<file path="src/sv/stfw_pkg.sv">
// Shared types and constants for the stream to flash image writer.
// No dependencies; used by the top level.
package stfw_pkg;

   // Result kinds
   localparam logic [1:0] KIND_ERASE  = 2'd0;
   localparam logic [1:0] KIND_PROG   = 2'd1;
   localparam logic [1:0] KIND_VOLUME = 2'd2;
   localparam logic [1:0] KIND_DONE   = 2'd3;

   // Configuration register indexes
   localparam logic CSR_INFO_SECTOR = 1'b0;
   localparam logic CSR_IMAGE_START = 1'b1;

   localparam logic [23:0] INFO_SECTOR_RESET = 24'h000000;
   localparam logic [23:0] IMAGE_START_RESET = 24'h001000;

   // Flash sector geometry (4 KiB sectors)
   localparam int SECTOR_OFFSET_W = 12;

   // Header decode
   localparam logic [7:0]  CMD_PREFIX     = 8'hFF;
   localparam logic [7:0]  CMD_SET_VOLUME = 8'h01;
   localparam logic [32:0] HEADER_BYTES   = 33'd4;

   // Info block words, bytes packed little-endian
   localparam logic [31:0] MARK_START_WORD = 32'h00FF_00FF;  // FF 00 FF 00
   localparam logic [31:0] MARK_DONE_WORD  = 32'hAA55_1FF1;  // F1 1F 55 AA
   localparam logic [31:0] INFO_PAD_WORD   = 32'hFFFF_FFFF;

   typedef enum logic [1:0] {
      PH_HEADER = 2'd0,
      PH_DATA   = 2'd1,
      PH_DROP   = 2'd2
   } phase_type;

   typedef enum logic [2:0] {
      SQ_IDLE,
      SQ_INFO_ERASE,
      SQ_INFO_PROG,
      SQ_CHUNK_START,
      SQ_CHUNK_ERASE,
      SQ_CHUNK_PROG,
      SQ_DONE
   } seq_type;

endpackage

</file>
<file path="src/sv/stfw_req_if.sv">
// Byte input channel of the flash image writer.
// No dependencies.
interface stfw_req_if;
   logic       valid;
   logic       ready;
   logic [7:0] data_byte;
   logic       packet_end;

   modport source (output valid, output data_byte, output packet_end, input ready);
   modport sink   (input valid, input data_byte, input packet_end, output ready);
endinterface

</file>
<file path="src/sv/stfw_rsp_if.sv">
// Flash command output channel of the flash image writer.
// No dependencies.
interface stfw_rsp_if;
   logic        valid;
   logic        ready;
   logic [1:0]  kind;
   logic [23:0] flash_address;
   logic [31:0] program_word;
   logic [7:0]  volume;
   logic        last_of_run;

   modport source (output valid, output kind, output flash_address, output program_word,
                   output volume, output last_of_run, input ready);
   modport sink   (input valid, input kind, input flash_address, input program_word,
                   input volume, input last_of_run, output ready);
endinterface

</file>
<file path="src/sv/stfw_chunk_ram.sv">
// Chunk buffer: word-wide synchronous RAM with a byte write port and a
// registered word read port. No dependencies.
module stfw_chunk_ram #(
   parameter int WORDS = 16,
   parameter int WW    = $clog2(WORDS)
) (
   input  logic          clock,
   input  logic          wr_en,
   input  logic [WW-1:0] wr_word,
   input  logic [1:0]    wr_lane,
   input  logic [7:0]    wr_data,
   input  logic [WW-1:0] rd_word,
   output logic [31:0]   rd_data
);

   logic [31:0] ram_mem [WORDS];
   logic [31:0] rd_data_ff;

   always_ff @(posedge clock) begin
      if (wr_en) begin
         ram_mem[wr_word][8*wr_lane +: 8] <= wr_data;
      end
      // read-before-write on the same edge
      rd_data_ff <= ram_mem[rd_word];
   end

   assign rd_data = rd_data_ff;

endmodule

</file>
<file path="src/sv/stream_to_flash_image_writer_top.sv">
// Top level of the stream to flash image writer.
// Depends on stfw_pkg, stfw_req_if, stfw_rsp_if and stfw_chunk_ram.
//
// Usage: bytes enter on req (valid/ready, data_byte, packet_end); flash
// commands leave on rsp (kind, flash_address, program_word, volume,
// last_of_run), one item per handshake. csr_we/csr_index/csr_wdata set the
// info sector and image start addresses; the user writes them only while
// the block is idle, as the block does not enforce it. A byte that causes
// no command leaves the block idle, so plain data bytes stream at one per
// cycle while the output register is free. A byte that causes commands
// takes the block busy (req.ready low) while its run is issued, one item
// per cycle from the output register unless rsp.ready stalls it: an info
// write is 1 + ceil(CHUNK_BYTES/4) items, a chunk write is a setup state,
// an optional erase and ceil(CHUNK_BYTES/4) program items, the done item
// one more. Program words come from the chunk RAM's single read port, one
// word per cycle; a volume item appears the cycle after its byte is taken.
// Reset returns the sequencer to idle, waits for a size header and loads
// the register reset values; no clearing pass is needed, since a fill
// high-water mark makes never-written chunk bytes read as zero.
// When rsp.ready is low the output register holds its item, the run pauses
// and req.ready stays low until the slot frees.
module stream_to_flash_image_writer_top #(
   parameter int CHUNK_BYTES = 64
) (
   input  logic              clock,
   input  logic              reset,
   stfw_req_if.sink          req,
   stfw_rsp_if.source        rsp,
   input  logic              csr_we,
   input  logic              csr_index,
   input  logic [23:0]       csr_wdata
);

   localparam int WORDS = (CHUNK_BYTES + 3) / 4;
   localparam int WW    = $clog2(WORDS);
   localparam int FW    = $clog2(CHUNK_BYTES);
   localparam int HW    = FW + 1;
   localparam int CMPW  = FW + 2;

   // configuration
   logic [23:0] info_sector_ff, info_sector_in;
   logic [23:0] image_start_ff, image_start_in;

   // transfer state
   stfw_pkg::phase_type phase_ff, phase_in;
   logic [1:0]  hc_ff, hc_in;
   logic [7:0]  hb_ff [4];
   logic [7:0]  hb_in [4];
   logic [31:0] size_ff, size_in;
   logic [32:0] total_ff, total_in;
   logic [23:0] waddr_ff, waddr_in;
   logic [FW-1:0] fill_ff, fill_in;
   logic [HW-1:0] hwm_ff, hwm_in;
   logic [23:0] chunk_base_ff, chunk_base_in;

   // sequencer
   stfw_pkg::seq_type seq_ff, seq_in;
   logic [WW-1:0] w_ff, w_in;
   logic info_start_ff, info_start_in;
   logic chunk_ff, chunk_in;
   logic finish_ff, finish_in;

   // output register
   logic        rsp_valid_ff, rsp_valid_in;
   logic [1:0]  rsp_kind_ff;
   logic [23:0] rsp_addr_ff;
   logic [31:0] rsp_word_ff;
   logic [7:0]  rsp_vol_ff;
   logic        rsp_last_ff;

   logic accept, out_free, out_load, word_last;
   logic dec_info_start, dec_chunk, dec_finish, dec_volume, mem_we;
   logic [HW-1:0] fill_next;
   logic [32:0]   total_inc;
   logic          chunk_full, complete;
   logic [23:0]   info_base, word_off;
   logic [31:0]   ram_rdata, chunk_word, info_word;
   logic          item_emit, item_last;
   logic [1:0]    item_kind;
   logic [23:0]   item_addr;
   logic [31:0]   item_word;
   logic [7:0]    item_vol;

   assign out_free  = !rsp_valid_ff || rsp.ready;
   assign req.ready = (seq_ff == stfw_pkg::SQ_IDLE) && out_free;
   assign accept    = req.valid && req.ready;
   assign out_load  = item_emit && out_free;
   assign word_last = (w_ff == WW'(WORDS - 1));

   assign info_base = {info_sector_ff[23:stfw_pkg::SECTOR_OFFSET_W],
                       {stfw_pkg::SECTOR_OFFSET_W{1'b0}}};
   assign word_off  = 24'({w_ff, 2'b00});

   assign fill_next  = HW'(fill_ff) + HW'(1);
   assign chunk_full = (fill_next == HW'(CHUNK_BYTES));
   assign total_inc  = (total_ff == '1) ? total_ff : total_ff + 33'd1;
   assign complete   = ({1'b0, size_ff} + stfw_pkg::HEADER_BYTES) <= total_inc;

   //------------------------------------------------------------------
   // Chunk buffer
   //------------------------------------------------------------------
   stfw_chunk_ram #(
      .WORDS (WORDS),
      .WW    (WW)
   ) u_chunk_ram (
      .clock   (clock),
      .wr_en   (mem_we),
      .wr_word (WW'(fill_ff >> 2)),
      .wr_lane (fill_ff[1:0]),
      .wr_data (req.data_byte),
      .rd_word (w_in),
      .rd_data (ram_rdata)
   );

   // bytes past the high-water mark were never written: read them as zero
   always_comb begin : chunk_mask
      logic [CMPW-1:0] idx;
      idx = '0;
      for (int k = 0; k < 4; k++) begin
         idx = CMPW'({w_ff, 2'b00}) + CMPW'(k);
         chunk_word[8*k +: 8] = (idx < CMPW'(hwm_ff)) ? ram_rdata[8*k +: 8] : 8'h00;
      end
   end

   always_comb begin : info_select
      if (w_ff == '0) begin
         info_word = {hb_ff[3], hb_ff[2], hb_ff[1], hb_ff[0]};
      end else if (w_ff == WW'(1)) begin
         info_word = info_start_ff ? stfw_pkg::MARK_START_WORD : stfw_pkg::MARK_DONE_WORD;
      end else begin
         info_word = stfw_pkg::INFO_PAD_WORD;
      end
   end

   //------------------------------------------------------------------
   // Configuration
   //------------------------------------------------------------------
   always_comb begin : csr_write
      info_sector_in = info_sector_ff;
      image_start_in = image_start_ff;
      if (csr_we) begin
         unique case (csr_index)
            stfw_pkg::CSR_INFO_SECTOR: info_sector_in = csr_wdata;
            stfw_pkg::CSR_IMAGE_START: image_start_in = csr_wdata;
            default: ;
         endcase
      end
   end

   //------------------------------------------------------------------
   // Byte decode: all transfer state advances when the item is taken
   //------------------------------------------------------------------
   always_comb begin : decode
      phase_in      = phase_ff;
      hc_in         = hc_ff;
      hb_in         = hb_ff;
      size_in       = size_ff;
      total_in      = total_ff;
      waddr_in      = waddr_ff;
      fill_in       = fill_ff;
      hwm_in        = hwm_ff;
      chunk_base_in = chunk_base_ff;
      dec_info_start = 1'b0;
      dec_chunk      = 1'b0;
      dec_finish     = 1'b0;
      dec_volume     = 1'b0;
      mem_we         = 1'b0;
      if (accept) begin
         unique case (phase_ff)
            stfw_pkg::PH_DROP: begin
               if (req.packet_end) phase_in = stfw_pkg::PH_HEADER;
            end
            stfw_pkg::PH_DATA: begin
               mem_we   = 1'b1;
               total_in = total_inc;
               hwm_in   = (fill_next > hwm_ff) ? fill_next : hwm_ff;
               fill_in  = fill_next[FW-1:0];
               if (chunk_full) begin
                  dec_chunk     = 1'b1;
                  chunk_base_in = waddr_ff;
                  waddr_in      = waddr_ff + 24'(CHUNK_BYTES);
                  fill_in       = '0;
               end
               if (req.packet_end && complete) begin
                  // partial chunk unless the full flush just emptied it
                  dec_chunk     = 1'b1;
                  chunk_base_in = waddr_ff;
                  dec_finish    = 1'b1;
                  phase_in      = stfw_pkg::PH_HEADER;
                  hc_in         = '0;
                  fill_in       = '0;
               end
            end
            default: begin
               hb_in[hc_ff] = req.data_byte;
               if (hc_ff == 2'd3) begin
                  hc_in = '0;
                  if (hb_ff[0] == stfw_pkg::CMD_PREFIX && hb_ff[1] == stfw_pkg::CMD_PREFIX) begin
                     dec_volume = (hb_ff[2] == stfw_pkg::CMD_SET_VOLUME);
                     phase_in   = req.packet_end ? stfw_pkg::PH_HEADER : stfw_pkg::PH_DROP;
                  end else begin
                     size_in        = {hb_ff[0], hb_ff[1], hb_ff[2], req.data_byte};
                     dec_info_start = 1'b1;
                     waddr_in       = image_start_ff;
                     fill_in        = '0;
                     total_in       = stfw_pkg::HEADER_BYTES;
                     phase_in       = stfw_pkg::PH_DATA;
                     if (req.packet_end && size_in == '0) begin
                        dec_finish = 1'b1;
                        phase_in   = stfw_pkg::PH_HEADER;
                     end
                  end
               end else begin
                  hc_in = hc_ff + 2'd1;
               end
            end
         endcase
      end
   end

   //------------------------------------------------------------------
   // Sequencer: next state
   //------------------------------------------------------------------
   always_comb begin : seq_next
      seq_in = seq_ff;
      unique case (seq_ff)
         stfw_pkg::SQ_IDLE: begin
            if (accept) begin
               if (dec_info_start)  seq_in = stfw_pkg::SQ_INFO_ERASE;
               else if (dec_chunk)  seq_in = stfw_pkg::SQ_CHUNK_START;
               else if (dec_finish) seq_in = stfw_pkg::SQ_INFO_ERASE;
            end
         end
         stfw_pkg::SQ_INFO_ERASE: begin
            if (out_free) seq_in = stfw_pkg::SQ_INFO_PROG;
         end
         stfw_pkg::SQ_INFO_PROG: begin
            if (out_free && word_last) begin
               if (!info_start_ff)  seq_in = stfw_pkg::SQ_DONE;
               else if (chunk_ff)   seq_in = stfw_pkg::SQ_CHUNK_START;
               else if (finish_ff)  seq_in = stfw_pkg::SQ_INFO_ERASE;
               else                 seq_in = stfw_pkg::SQ_IDLE;
            end
         end
         stfw_pkg::SQ_CHUNK_START: begin
            // this setup state lets the RAM read see the byte just written
            if (chunk_base_ff[stfw_pkg::SECTOR_OFFSET_W-1:0] == '0) begin
               seq_in = stfw_pkg::SQ_CHUNK_ERASE;
            end else begin
               seq_in = stfw_pkg::SQ_CHUNK_PROG;
            end
         end
         stfw_pkg::SQ_CHUNK_ERASE: begin
            if (out_free) seq_in = stfw_pkg::SQ_CHUNK_PROG;
         end
         stfw_pkg::SQ_CHUNK_PROG: begin
            if (out_free && word_last) begin
               seq_in = finish_ff ? stfw_pkg::SQ_INFO_ERASE : stfw_pkg::SQ_IDLE;
            end
         end
         stfw_pkg::SQ_DONE: begin
            if (out_free) seq_in = stfw_pkg::SQ_IDLE;
         end
         default: seq_in = stfw_pkg::SQ_IDLE;
      endcase
   end

   //------------------------------------------------------------------
   // Sequencer: items
   //------------------------------------------------------------------
   always_comb begin : seq_out
      item_emit = 1'b0;
      item_kind = stfw_pkg::KIND_ERASE;
      item_addr = '0;
      item_word = '0;
      item_vol  = '0;
      item_last = 1'b0;
      unique case (seq_ff)
         stfw_pkg::SQ_IDLE: begin
            item_emit = accept && dec_volume;
            item_kind = stfw_pkg::KIND_VOLUME;
            item_vol  = req.data_byte;
            item_last = 1'b1;
         end
         stfw_pkg::SQ_INFO_ERASE: begin
            item_emit = 1'b1;
            item_addr = info_base;
         end
         stfw_pkg::SQ_INFO_PROG: begin
            item_emit = 1'b1;
            item_kind = stfw_pkg::KIND_PROG;
            item_addr = info_base + word_off;
            item_word = info_word;
            item_last = word_last && info_start_ff && !chunk_ff && !finish_ff;
         end
         stfw_pkg::SQ_CHUNK_START: ;
         stfw_pkg::SQ_CHUNK_ERASE: begin
            item_emit = 1'b1;
            item_addr = chunk_base_ff;
         end
         stfw_pkg::SQ_CHUNK_PROG: begin
            item_emit = 1'b1;
            item_kind = stfw_pkg::KIND_PROG;
            item_addr = chunk_base_ff + word_off;
            item_word = chunk_word;
            item_last = word_last && !finish_ff;
         end
         stfw_pkg::SQ_DONE: begin
            item_emit = 1'b1;
            item_kind = stfw_pkg::KIND_DONE;
            item_last = 1'b1;
         end
         default: ;
      endcase
   end

   // word counter rests at zero between program runs
   always_comb begin : word_count
      w_in = w_ff;
      if ((seq_ff == stfw_pkg::SQ_INFO_PROG || seq_ff == stfw_pkg::SQ_CHUNK_PROG) && out_free) begin
         w_in = word_last ? '0 : w_ff + WW'(1);
      end
   end

   always_comb begin : run_flags
      info_start_in = info_start_ff;
      chunk_in      = chunk_ff;
      finish_in     = finish_ff;
      if (accept) begin
         info_start_in = dec_info_start;
         chunk_in      = dec_chunk;
         finish_in     = dec_finish;
      end else begin
         if (seq_ff == stfw_pkg::SQ_INFO_PROG && out_free && word_last) info_start_in = 1'b0;
         if (seq_ff == stfw_pkg::SQ_CHUNK_PROG && out_free && word_last) chunk_in = 1'b0;
         if (seq_ff == stfw_pkg::SQ_DONE && out_free) finish_in = 1'b0;
      end
   end

   assign rsp_valid_in = out_load || (rsp_valid_ff && !rsp.ready);

   //------------------------------------------------------------------
   // Registers
   //------------------------------------------------------------------
   always_ff @(posedge clock) begin
      if (reset) begin
         info_sector_ff <= stfw_pkg::INFO_SECTOR_RESET;
         image_start_ff <= stfw_pkg::IMAGE_START_RESET;
         phase_ff       <= stfw_pkg::PH_HEADER;
         hc_ff          <= '0;
         hb_ff          <= '{default: 8'h00};
         size_ff        <= '0;
         total_ff       <= '0;
         waddr_ff       <= '0;
         fill_ff        <= '0;
         hwm_ff         <= '0;
         seq_ff         <= stfw_pkg::SQ_IDLE;
         w_ff           <= '0;
         info_start_ff  <= 1'b0;
         chunk_ff       <= 1'b0;
         finish_ff      <= 1'b0;
         rsp_valid_ff   <= 1'b0;
      end else begin
         info_sector_ff <= info_sector_in;
         image_start_ff <= image_start_in;
         phase_ff       <= phase_in;
         hc_ff          <= hc_in;
         hb_ff          <= hb_in;
         size_ff        <= size_in;
         total_ff       <= total_in;
         waddr_ff       <= waddr_in;
         fill_ff        <= fill_in;
         hwm_ff         <= hwm_in;
         seq_ff         <= seq_in;
         w_ff           <= w_in;
         info_start_ff  <= info_start_in;
         chunk_ff       <= chunk_in;
         finish_ff      <= finish_in;
         rsp_valid_ff   <= rsp_valid_in;
      end
   end

   always_ff @(posedge clock) begin
      chunk_base_ff <= chunk_base_in;
      if (out_load) begin
         rsp_kind_ff <= item_kind;
         rsp_addr_ff <= item_addr;
         rsp_word_ff <= item_word;
         rsp_vol_ff  <= item_vol;
         rsp_last_ff <= item_last;
      end
   end

   assign rsp.valid         = rsp_valid_ff;
   assign rsp.kind          = rsp_kind_ff;
   assign rsp.flash_address = rsp_addr_ff;
   assign rsp.program_word  = rsp_word_ff;
   assign rsp.volume        = rsp_vol_ff;
   assign rsp.last_of_run   = rsp_last_ff;

`ifndef ASSERT_OFF
   a_word_rest: assert property (@(posedge clock) disable iff (reset)
      (seq_ff != stfw_pkg::SQ_INFO_PROG && seq_ff != stfw_pkg::SQ_CHUNK_PROG) |-> (w_ff == '0))
      else $error("word counter not at rest outside a program run");

   a_fill_mark: assert property (@(posedge clock) disable iff (reset)
      HW'(fill_ff) <= hwm_ff)
      else $error("chunk fill ahead of the high-water mark");

   a_last_idle: assert property (@(posedge clock) disable iff (reset)
      (out_load && item_last) |=> (seq_ff == stfw_pkg::SQ_IDLE && !finish_ff))
      else $error("run continues after its last item");

   a_chunk_flag: assert property (@(posedge clock) disable iff (reset)
      (seq_ff == stfw_pkg::SQ_CHUNK_START || seq_ff == stfw_pkg::SQ_CHUNK_ERASE ||
       seq_ff == stfw_pkg::SQ_CHUNK_PROG) |-> chunk_ff)
      else $error("chunk write without a pending chunk");
`endif

endmodule
</file>
<file path="src/flat_wrapper.sv">
// flat-port wrapper written by rule: the top's interface ports become plain ports
module stream_to_flash_image_writer_top_flat 
#(
   parameter int CHUNK_BYTES = 64
)
  (clock, reset, csr_we, csr_index, csr_wdata, req_valid, req_data_byte, req_packet_end, req_ready, rsp_valid, rsp_kind, rsp_flash_address, rsp_program_word, rsp_volume, rsp_last_of_run, rsp_ready);
  stfw_req_if req_i ();
  stfw_rsp_if rsp_i ();
  input  logic clock;
  input  logic reset;
  input  logic csr_we;
  input  logic csr_index;
  input  logic [23:0] csr_wdata;
  input wire logic [$bits(req_i.valid)-1:0] req_valid;
  input wire logic [$bits(req_i.data_byte)-1:0] req_data_byte;
  input wire logic [$bits(req_i.packet_end)-1:0] req_packet_end;
  output wire logic [$bits(req_i.ready)-1:0] req_ready;
  output wire logic [$bits(rsp_i.valid)-1:0] rsp_valid;
  output wire logic [$bits(rsp_i.kind)-1:0] rsp_kind;
  output wire logic [$bits(rsp_i.flash_address)-1:0] rsp_flash_address;
  output wire logic [$bits(rsp_i.program_word)-1:0] rsp_program_word;
  output wire logic [$bits(rsp_i.volume)-1:0] rsp_volume;
  output wire logic [$bits(rsp_i.last_of_run)-1:0] rsp_last_of_run;
  input wire logic [$bits(rsp_i.ready)-1:0] rsp_ready;
  assign req_i.valid = req_valid;
  assign req_i.data_byte = req_data_byte;
  assign req_i.packet_end = req_packet_end;
  assign req_ready = req_i.ready;
  assign rsp_valid = rsp_i.valid;
  assign rsp_kind = rsp_i.kind;
  assign rsp_flash_address = rsp_i.flash_address;
  assign rsp_program_word = rsp_i.program_word;
  assign rsp_volume = rsp_i.volume;
  assign rsp_last_of_run = rsp_i.last_of_run;
  assign rsp_i.ready = rsp_ready;
  stream_to_flash_image_writer_top #(.CHUNK_BYTES(CHUNK_BYTES)) u_core (.clock(clock), .reset(reset), .req(req_i), .rsp(rsp_i), .csr_we(csr_we), .csr_index(csr_index), .csr_wdata(csr_wdata));
endmodule
</file>
<file path="config.mk">
export PLATFORM = sky130hd
export DESIGN_NAME = stream_to_flash_image_writer_top_flat
export DESIGN_NICKNAME = d
export VERILOG_FILES = /design/src/sv/stfw_pkg.sv /design/src/sv/stfw_req_if.sv /design/src/sv/stfw_rsp_if.sv /design/src/sv/stfw_chunk_ram.sv /design/src/sv/stream_to_flash_image_writer_top.sv /design/src/flat_wrapper.sv
export SDC_FILE = /design/constraint.sdc
export NUM_CORES = 1
export LEC_CHECK = 0
export BUFFER_PORTS_ARGS = -buffer_cell sky130_fd_sc_hd__buf_2
export CAP_MARGIN = 25
export CORE_MARGIN = 10
export CORE_UTILIZATION = 45
export DETAILED_ROUTE_END_ITERATION = 7
export SLEW_MARGIN = 25
export SYNTH_ARGS = -nofsm -noshare
export SYNTH_HDL_FRONTEND = slang
export SYNTH_SLANG_ARGS = --single-unit
</file>
<file path="constraint.sdc">
create_clock -name clock -period 8 [get_ports clock]
set_clock_uncertainty 0.2 [all_clocks]
set_input_delay 0.4 -clock clock [delete_from_list [all_inputs] [get_ports clock]]
set_output_delay 0.4 -clock clock [all_outputs]
set_load 0.02 [all_outputs]
</file>
# Word-level counts from Yosys, hierarchy flattened
# Memories as Yosys holds them, arrays and structs flattened. A register that Yosys moved wholly into a read port is not among the register bits.
# Cells that the tools add are included.
# Widths: inputs -> output; s select.
dict set report op_classes {
  addsub 12
  n_mul 0
  div_mod_pow 0
  magnitude_cmp 8
  eq_ne 27
  shift 2
  n_mux 83
  bitwise 5
  reduce_logical 52
}
# operator count
set op_table {}
lappend op_table {{$mux 32} 4}
lappend op_table {{$mux 24} 5}
lappend op_table {{$mux 33} 3}
lappend op_table {{$pmux 24 s4} 1}
lappend op_table {{$pmux 33 s2} 1}
lappend op_table {{$pmux 32 s2} 1}
lappend op_table {{$add 24x6->24} 2}
lappend op_table {{$pmux 24 s2} 1}
lappend op_table {{$mux 8} 5}
lappend op_table {{$neg 5->34} 1}
lappend op_table {{$shift 8x34->32 const A} 1}
lappend op_table {{$shiftx 8x34->32} 1}
lappend op_table {{$add 32x3->33 const B} 1}
lappend op_table {{$add 33x1->33 const B} 1}
lappend op_table {{$eq 33x33->1 const B} 1}
lappend op_table {{$le 33x33->1} 1}
lappend op_table {{$mux 3} 11}
lappend op_table {{$bwmux 32} 1}
lappend op_table {{$logic_not 32->1} 1}
lappend op_table {{$mux 1} 29}
lappend op_table {{$add 24x7->24 const B} 1}
lappend op_table {{$lt 8x7->1} 3}
lappend op_table {{$mux 6} 4}
lappend op_table {{$pmux 3 s7} 1}
lappend op_table {{other kinds (46)} 108}
dict set report word_totals {
  reg_bits 288
  latchBits 0
  mem_bits_rw 512
  romBits 0
  inputBits 39
  mem_count 1
}
# name depth word_bits read_ports rd_ports_with_merged_regs wr line
set memory_table {}
lappend memory_table {u_core.u_chunk_ram.ram_mem 16 32 1 1 1 stfw_chunk_ram.sv:16} ;# logic [31:0] ram_mem [WORDS];

# Depth between registers and ports, before layout
# Gate-level depths: netlist of run 1.
dict set report depth {
  word_depth 12
  mapped_depth 19
  depth_no_buf 17
}

# Cells and area by module
# Synthesis of run 1 repeated with hierarchy kept, for this count alone.
dict set report unflattened {
  cells_unflattened 2560
  area_unflattened_um2 34573.2
}
# module instances cells_per_inst area_each_um2 seq_area_each_um2
set by_module_without_submodules {}
lappend by_module_without_submodules {stfw_chunk_ram 1 953 20399.6 16015.4}
lappend by_module_without_submodules {stream_to_flash_image_writer_top 1 1607 14173.6 6436.2}

# Worst setup path after synthesis of run 1
# No wires, ideal clock.
dict set report synth_timing {
  kind {register -> register}
  startpoint {register u_core.total_ff[13]}
  endpoint {register u_core.chunk_base_ff[0] (enable)}
  setup_time_ps 406
  t_arrival_ps 5120
  required_ps 7394
  path_slack_ps 2274
  stages_incl_launch_ff 19
  n_path_buf 3
  path_cell_list {dfxtp_1 buf_2 and3_1 clkbuf_1 and3_1 buf_2 nand4_1 a211o_1 nor2_1 nand3_1 xor2_1 ha_1 nand4_2 or4_4 or3_4 and2_4 a221oi_4 nor2_2 nor2_1}
}
dict set report synth_via {
  elab_chain_cells 6
  word_cells_on_any_way 7
  cone_classes {add/sub (1); order compare (1); eq/ne (1); mux (1); reduce/logical (3)}
}
# item line
set synth_lines {}
lappend synth_lines {{start: declaration} stream_to_flash_image_writer_top.sv:50} ;# logic [32:0] total_ff, total_in;
lappend synth_lines {{start signal: assignment} stream_to_flash_image_writer_top.sv:370} ;# total_ff <= total_in;
lappend synth_lines {{$add 33x1->33 / $eq 33x33->1 (equally long branches)} stream_to_flash_image_writer_top.sv:96} ;# assign total_inc = (total_ff == '1) ? total_ff : total_ff + 33'd1;
lappend synth_lines {{$mux 33 (*)} stream_to_flash_image_writer_top.sv:96}
lappend synth_lines {{$le 33x33->1 (*)} stream_to_flash_image_writer_top.sv:97} ;# assign complete = ({1'b0, size_ff} + stfw_pkg::HEADER_BYTES) <= total_inc;
lappend synth_lines {{$logic_and 1x1->1 (*)} stream_to_flash_image_writer_top.sv:184} ;# if (req.packet_end && complete) begin
lappend synth_lines {{$reduce_bool 2->1 (no line) (*)} n/a}
lappend synth_lines {{$reduce_and 3->1 (no line) (*)} n/a}
lappend synth_lines {{end signal: assignment} stream_to_flash_image_writer_top.sv:384} ;# chunk_base_ff <= chunk_base_in;
lappend synth_lines {{end: declaration} stream_to_flash_image_writer_top.sv:54} ;# logic [23:0] chunk_base_ff, chunk_base_in;
# Every way passes the cells marked *; elsewhere a longest branch is shown, timed or not.
# A chain may end at the register's enable or synchronous reset.

# Worst setup path after layout of run 1
dict set report layout_timing {
  startpoint {register u_core.total_ff[2]}
  endpoint {register u_core.chunk_base_ff[5] (enable)}
}
# Same word-level chain as after synthesis.

==> impl_metrics.toml, run 1 <==
[yosys]
syn_area_per_cell_sq_um = 13.3
synth_edf_count = 603
synth_seq_cells = 820
syn_area_sq_um = 35000
async_flop_share_pct = 0
yosysWarnings = 0
synthDistinctLibCells = 74
synth-main-ff-cell = "edfxtp_1"
yosysSeqAreaShare_pct = 64.2
syn_nets = 2743
syn_inst = 2636

[power]
powerDensity_nw_per_um2 = 220
p_leak_uw = 0.0130
power_uw = 8700
peakVddDrop_mv = 0.177

[hold_path]
min_path_cells = 3
worstHoldPathType = "in2reg"
hold_end = "u_core.size_ff[1]"
worstHoldStart = "req_data_byte[1]"

[clocking]
clockBufferDepth = 3
cts_setup_buffers = 0
cts_tree = "yes"
clk_latency_ns = 0.63
cts_root_buf = "clkbuf_16"
cts.sinks = 820
numCtsBuffers = 84
clk_pin_slew_worst_paths_ns = 0.06
cts.htree.levels = 3

[sta]
setup_viol = 0
min_period_ns = 6.03
setup_tns_ns = 0
drv_slew = 0
fmax_mhz = 166
final_min_period_over_clock_period_pct = 75.4
finalHoldViolCount = 0
relSlewSlack_pct = 29.7
finalWorstSetupSlack_ns = 1.97
rsz0062_at_grt = "false"
tightest_slew_ns = 1.05

[setup_path]
path_max_fanout = 25
rrSetupSlack_ns = 1.97
crit_chain = "nand4_1, nor4_1, nand4_1, o31ai_2, nor2_1, and3_1, xnor2_1, ha_1, nand4_1, or4_1, or3_4, and2_4, a221oi_4, nor2_2, nor2_2, buf_4"
end_kind = "register"
crit_path_top_delay_cell = "nor4_1"
cpMostUsedCell = "nand4_1"
path_delay_family = "simple AND/OR/NAND/NOR gates"
worst_path_largest_cell_delay_ns = 0.66
worstSetupPathType = "reg2reg"
crit_required_ns = 8.10
reg2reg_depth = 16
arrival_ns = 6.13
r2r-end = "u_core.chunk_base_ff[5]"
r2r-start = "u_core.total_ff[2]"
crit_path_start_kind = "register"
critPathBufInv = 1

[global_routing]
overflow = 0
track_usage_pct = 19.6
first_global_vias = 22200
antenna_found_initial = 3
grt_first_pass_wirelength_um = 136000
busiest_layer = "met2"
met2_usage_pct = 32.8
grt_max_degree = 130
use_met1_pct = 25.4
grtUsageMet3_pct = 3.01

[routing]
num_vias = 22100
drtIter0Drc = 1969
vias_per_cell = 5.74
ant_nets = 0
wirelength_um = 88600
drcViolationCount = 0
routedWlPerCell_um = 23.0
firstDrtPassIters = 6

[placed_design]
io_buffers = 107
dpl_worst_slack_ns = 2.01
hpwl_um = 59100
dpl_cell_area_sq_um = 36500
gp_congestion = 0.842

[floorplan]
fp-row-count = 102
pin_count = 108
initial_utilization_pct = 45.3
coreArea_sq_um = 77200
dieHeight_um = 299
die_area_sq_um = 89200
die_w_um = 299

[run_status]
status = "completed"

[final_layout]
nets = 2844
fill_cells = 6555
synthToLayoutAreaGrowth_pct = 13.1
final_cell_area_sq_um = 39500
drive_gt1_share_pct = 14.6

[run]
drv_cap = 0
## worst register-to-register path, cell delays in order, from the launching register on
cell and delay [ns]:
dfxtp_1 0.49, nand4_1 0.21, nor4_1 0.66, nand4_1 0.28, o31ai_2 0.45, nor2_1 0.26
and3_1 0.26, xnor2_1 0.14, ha_1 0.32, nand4_1 0.22, or4_1 0.63, or3_4 0.41
and2_4 0.19, a221oi_4 0.45, nor2_2 0.09, nor2_2 0.10, buf_4 0.33
## per-stage QoR
stage | util (%) | instances | hold slack [ns]
floorplan | - | 2636 | 0.208
detailed placement | 47.3 | 3665 | 0.223
global placement | 47.2 | 3665 | 0.221
global route | 51.2 | 3844 | 0.0543
CTS | 51.2 | 3842 | 0.0336
finish | 51.2 | 3845 | 0.0660
## how the worst max path moves through the flow
stage / startpoint / endpoint / cells past startpoint
floorplan: u_core.total_ff[13] / u_core.chunk_base_ff[0] / 18
global placement: u_core.total_ff[2] / u_core.chunk_base_ff[3] / 16
detailed placement: u_core.total_ff[2] / u_core.chunk_base_ff[1] / 16
CTS: u_core.total_ff[2] / u_core.chunk_base_ff[2] / 16
global route: u_core.total_ff[2] / u_core.chunk_base_ff[4] / 16
finish: u_core.total_ff[2] / u_core.chunk_base_ff[5] / 16
## cell families (layout without fill, tap and decap cells)
logic type	Yosys count	in the layout	synth area share [%]
compound gates	426	426	7.42
xor+xnor	73	73	1.83
fa+ha+maj	68	68	2.45
buf+inv	187	354	2.22
flops	820	820	64.2
mux	207	207	10.5
other cells	0	2	0
simple gates	855	855	11.4
## layer usage
layer  up-vias  share of wire [%]
met5         -                  0
met4         0                3.5
met3       178                5.9
met2       661                 49
met1     11100                 41
li1      10100                  -
## sequential cells by signal, indices dropped and copies added, names as in the netlist, 2 cells and up
signal	count
u_core.rsp.kind	2
u_core.fill_ff	6
u_core.rsp.program_word	32
u_core.hwm_ff	7
u_core.rsp.flash_address	24
u_core.rsp.volume	8
u_core.phase_ff	2
u_core.image_start_ff	24
u_core.w_ff	4
u_core.hc_ff	2
u_core.size_ff	32
u_core.u_chunk_ram.rd_data	32
u_core.waddr_ff	24
u_core.u_chunk_ram.ram_mem	512
u_core.seq_ff	3
u_core.hb_ff	32
u_core.chunk_base_ff	24
u_core.info_sector_ff	12
u_core.total_ff	33
## final cells by class
type / instances / area, sq um / share of cell area [%]
Multi-Input combinational cell: 1629 / 11800 / 29.9
Tap cell: 1040 / 1300 / 3.29
Inverter: 49 / 184 / 0.465
Timing Repair Buffer: 153 / 1000 / 2.54
Clock inverter: 46 / 512 / 1.29
Clock buffer: 106 / 2250 / 5.69
Sequential cell: 820 / 22500 / 56.8
Antenna cell: 2 / 5.00 / 0.0127
## report_power, final
| part | switching, uW | internal [uW] |
|---|---|---|
| clock network | 1640 | 2320 |
| registers | 23.4 | 4540 |
| logic | 124 | 59.3 |
## cell usage in the layout (no fill, tap or decap), drive strengths merged, types with 53 or more instances in the layout
| cell type | n |
|---|---|
| o21ai | 110 |
| edfxtp | 603 |
| clkbuf | 106 |
| ha | 67 |
| mux4 | 128 |
| dfxtp | 217 |
| a21oi | 161 |
| mux2i | 77 |
| buf | 128 |
| nand2 | 306 |
| and2 | 53 |
| nand3 | 74 |
| nor2 | 232 |
## synthesized netlist by cell type, drive strengths merged, types with 42 or more instances
| library cell | n | area, sq um |
|---|---|---|
| mux2i | 77 | 771 |
| edfxtp | 603 | 18100 |
| ha | 67 | 838 |
| inv | 48 | 180 |
| nor2b | 47 | 294 |
| clkbuf | 100 | 375 |
| nor2 | 232 | 873 |
| o21ai | 110 | 551 |
| dfxtp | 217 | 4340 |
| and2 | 53 | 337 |
| xnor2 | 42 | 368 |
| nand2 | 306 | 1150 |
| a21oi | 161 | 810 |
| nand3 | 74 | 370 |
| mux4 | 128 | 2880 |
## what timing repair did
item,in CTS,in global routing
hold endpoints to repair,38,0
resized for setup,0,0
hold buffers,25,0
No activity file was read; power rests on OpenSTA's default activity.
==> run 2, diff against run 1 <==
==> constraint.sdc (replaced) <==
create_clock -name clock -period 5.28 [get_ports clock]
set_clock_uncertainty 0.2 [all_clocks]
set_input_delay 0.264 -clock clock [delete_from_list [all_inputs] [get_ports clock]]
set_output_delay 0.264 -clock clock [all_outputs]
set_load 0.02 [all_outputs]
==> impl_metrics.toml, run 2 (same netlist as run 1, synthesis figures left out) <==
[run_status]
status = "completed"

[power]
powerDensity_nw_per_um2 = 327
clockPowerShare_pct = 45.0
switching_share_pct = 21.1
peakVddDrop_mv = 0.228
pwr-share-seq_pct = 52.8
p_leak_uw = 0.0134
combPwrFrac_pct = 2.2
power_uw = 13100
switchingPower_uw = 2770
p_int_uw = 10300

[sta]
setup_tns_ns = 0
min_period_ns = 5.04
finalHoldViolCount = 0
fmax_mhz = 198
drv_slew = 0
rsz0062_at_grt = "false"
finalWorstSetupSlack_ns = 0.242
setup_viol = 0
tightest_slew_ns = 1.09
final_min_period_over_clock_period_pct = 95.4
relSlewSlack_pct = 26.7

[final_layout]
largest_reg_flops = 512
largest_registers = "u_core.u_chunk_ram.ram_mem (512), u_core.total_ff (33)"
fill_cells = 6447
synthToLayoutAreaGrowth_pct = 14.8
final_cells = 3924
drive_gt1_share_pct = 16.3
layout_common_cells = "edfxtp_1 (603), nand2_1 (304), nor2_1 (224)"
layout_commonest_cell = "edfxtp_1"
nets = 2917
largest-register = "u_core.u_chunk_ram.ram_mem"
final_cell_area_sq_um = 40100

[global_routing]
overflow = 0
grt_max_degree = 69
track_usage_pct = 19.9
grt_first_pass_wirelength_um = 137000
antenna_found_initial = 6
first_global_vias = 22500

[clocking]
numCtsBuffers = 85
cts_tree = "yes"
clk_latency_ns = 0.66
clockBufferDepth = 3
cts_root_buf = "clkbuf_16"
clk_pin_slew_worst_paths_ns = 0.06
cts.sinks = 820
cts.htree.levels = 3

[floorplan]
pin_count = 108
die_area_sq_um = 89200
fp-row-count = 102
dieHeight_um = 299
die_w_um = 299
coreArea_sq_um = 77200
initial_utilization_pct = 45.3

[routing]
firstDrtPassIters = 6
drcViolationCount = 0
wirelength_um = 90800
ant_nets = 0
vias_per_cell = 5.68
drtIter0Drc = 2250
routedWlPerCell_um = 23.1
num_vias = 22300

[hold_path]
worstHoldPathType = "in2reg"
hold_end = "u_core.info_sector_ff[14]"
worstHoldStart = "csr_we"
min_path_cells = 4

[placed_design]
place_inst = 3718
io_buffers = 107
dpl_cell_area_sq_um = 36900
hpwl_um = 61100
gp_congestion = 0.878
dpl_worst_slack_ns = 0.165

[setup_path]
r2r-start = "u_core.total_ff[4]"
end_kind = "register"
path_max_fanout = 5
crit_path_start_kind = "register"
reg2reg_depth = 18
r2r-end = "u_core.fill_ff[1]"
rrSetupSlack_ns = 0.24
crit_required_ns = 5.58
worstSetupPathType = "reg2reg"
arrival_ns = 5.34

[run]
drv_cap = 0
## run 2: cell count changes in the layout (fill, tap and decap cells not counted), sizes merged, moves of 3 or more
cell | previous run | this run
clkinv | 30 | 22
bufinv | 10 | 5
buf | 128 | 184
clkbuf | 106 | 128
clkinvlp | 4 | 1
dlygate4sd3 | 25 | 40
## run 2: what timing repair did
item,CTS,global route
endpoints found under the hold margin,65,0
resized for setup,0,10
hold buffers,40,0
buffers inserted,0,4
endpoints found under the setup margin,0,34
## run 2: worst max path at each step
stage / startpoint / end / depth (start not counted)
2_1_floorplan: u_core.seq_ff[0] / u_core.rsp.flash_address[0] / 8
6_report: u_core.total_ff[4] / u_core.fill_ff[1] / 18
5_1_grt: u_core.total_ff[5] / u_core.fill_ff[1] / 18
3_5_place_dp: u_core.total_ff[13] / u_core.chunk_base_ff[20] / 15
4_1_cts: u_core.total_ff[2] / u_core.chunk_base_ff[21] / 16
3_3_place_gp: u_core.total_ff[2] / u_core.chunk_base_ff[18] / 17
## run 2: worst max-delay path, cell delays in order, from the launching register on
cell and delay (ns):
dfxtp_1 0.41, nand4_1 0.20, nor4_2 0.28, buf_4 0.18
nand4_1 0.21, o31ai_2 0.28, nor2_1 0.11, and3_1 0.21
xnor2_1 0.14, ha_1 0.33, nand4_1 0.22, or4_4 0.61
or3_4 0.39, and2_4 0.18, a221oi_4 0.37, buf_4 0.20
nor2_1 0.08, a32oi_1 0.23, nor2_1 0.07
## run 2: cell type report
cell class	instances	area, sq um	area share, %
Clock inverter	30	395	0.985
Inverter	49	184	0.458
Antenna cell	3	7.51	0.0187
Multi-Input combinational cell	1630	11900	29.6
Sequential cell	820	22500	56.0
Timing Repair Buffer	224	1580	3.94
Tap cell	1040	1300	3.24
Clock buffer	128	2340	5.83
## run 2: stage by stage
stage	utilization (%)	hold WS, ns
6_report	52.0	0.0447
5_1_grt	52.0	0.0487
4_1_cts	51.9	0.0139
3_5_place_dp	47.8	0.224
3_3_place_gp	47.8	0.224
2_1_floorplan	-	0.200
## run 2: power groups by stage
stage,Clock (uW),Sequential (uW),Combinational (uW)
after floorplan,0,7040,163
after global routing,6270,6920,318
after CTS,5990,6920,291
after detailed placement,0,7050,267
after global placement,0,7050,260
final,5890,6920,292
## run 2: layer usage
metal	up-vias	routed length, um	global-route usage [%]
li1	10200	-	-
met1	11200	37500	25.6
met2	724	45200	34.0
met3	166	5560	3.31
met4	0	2560	6.44
met5	-	0	0
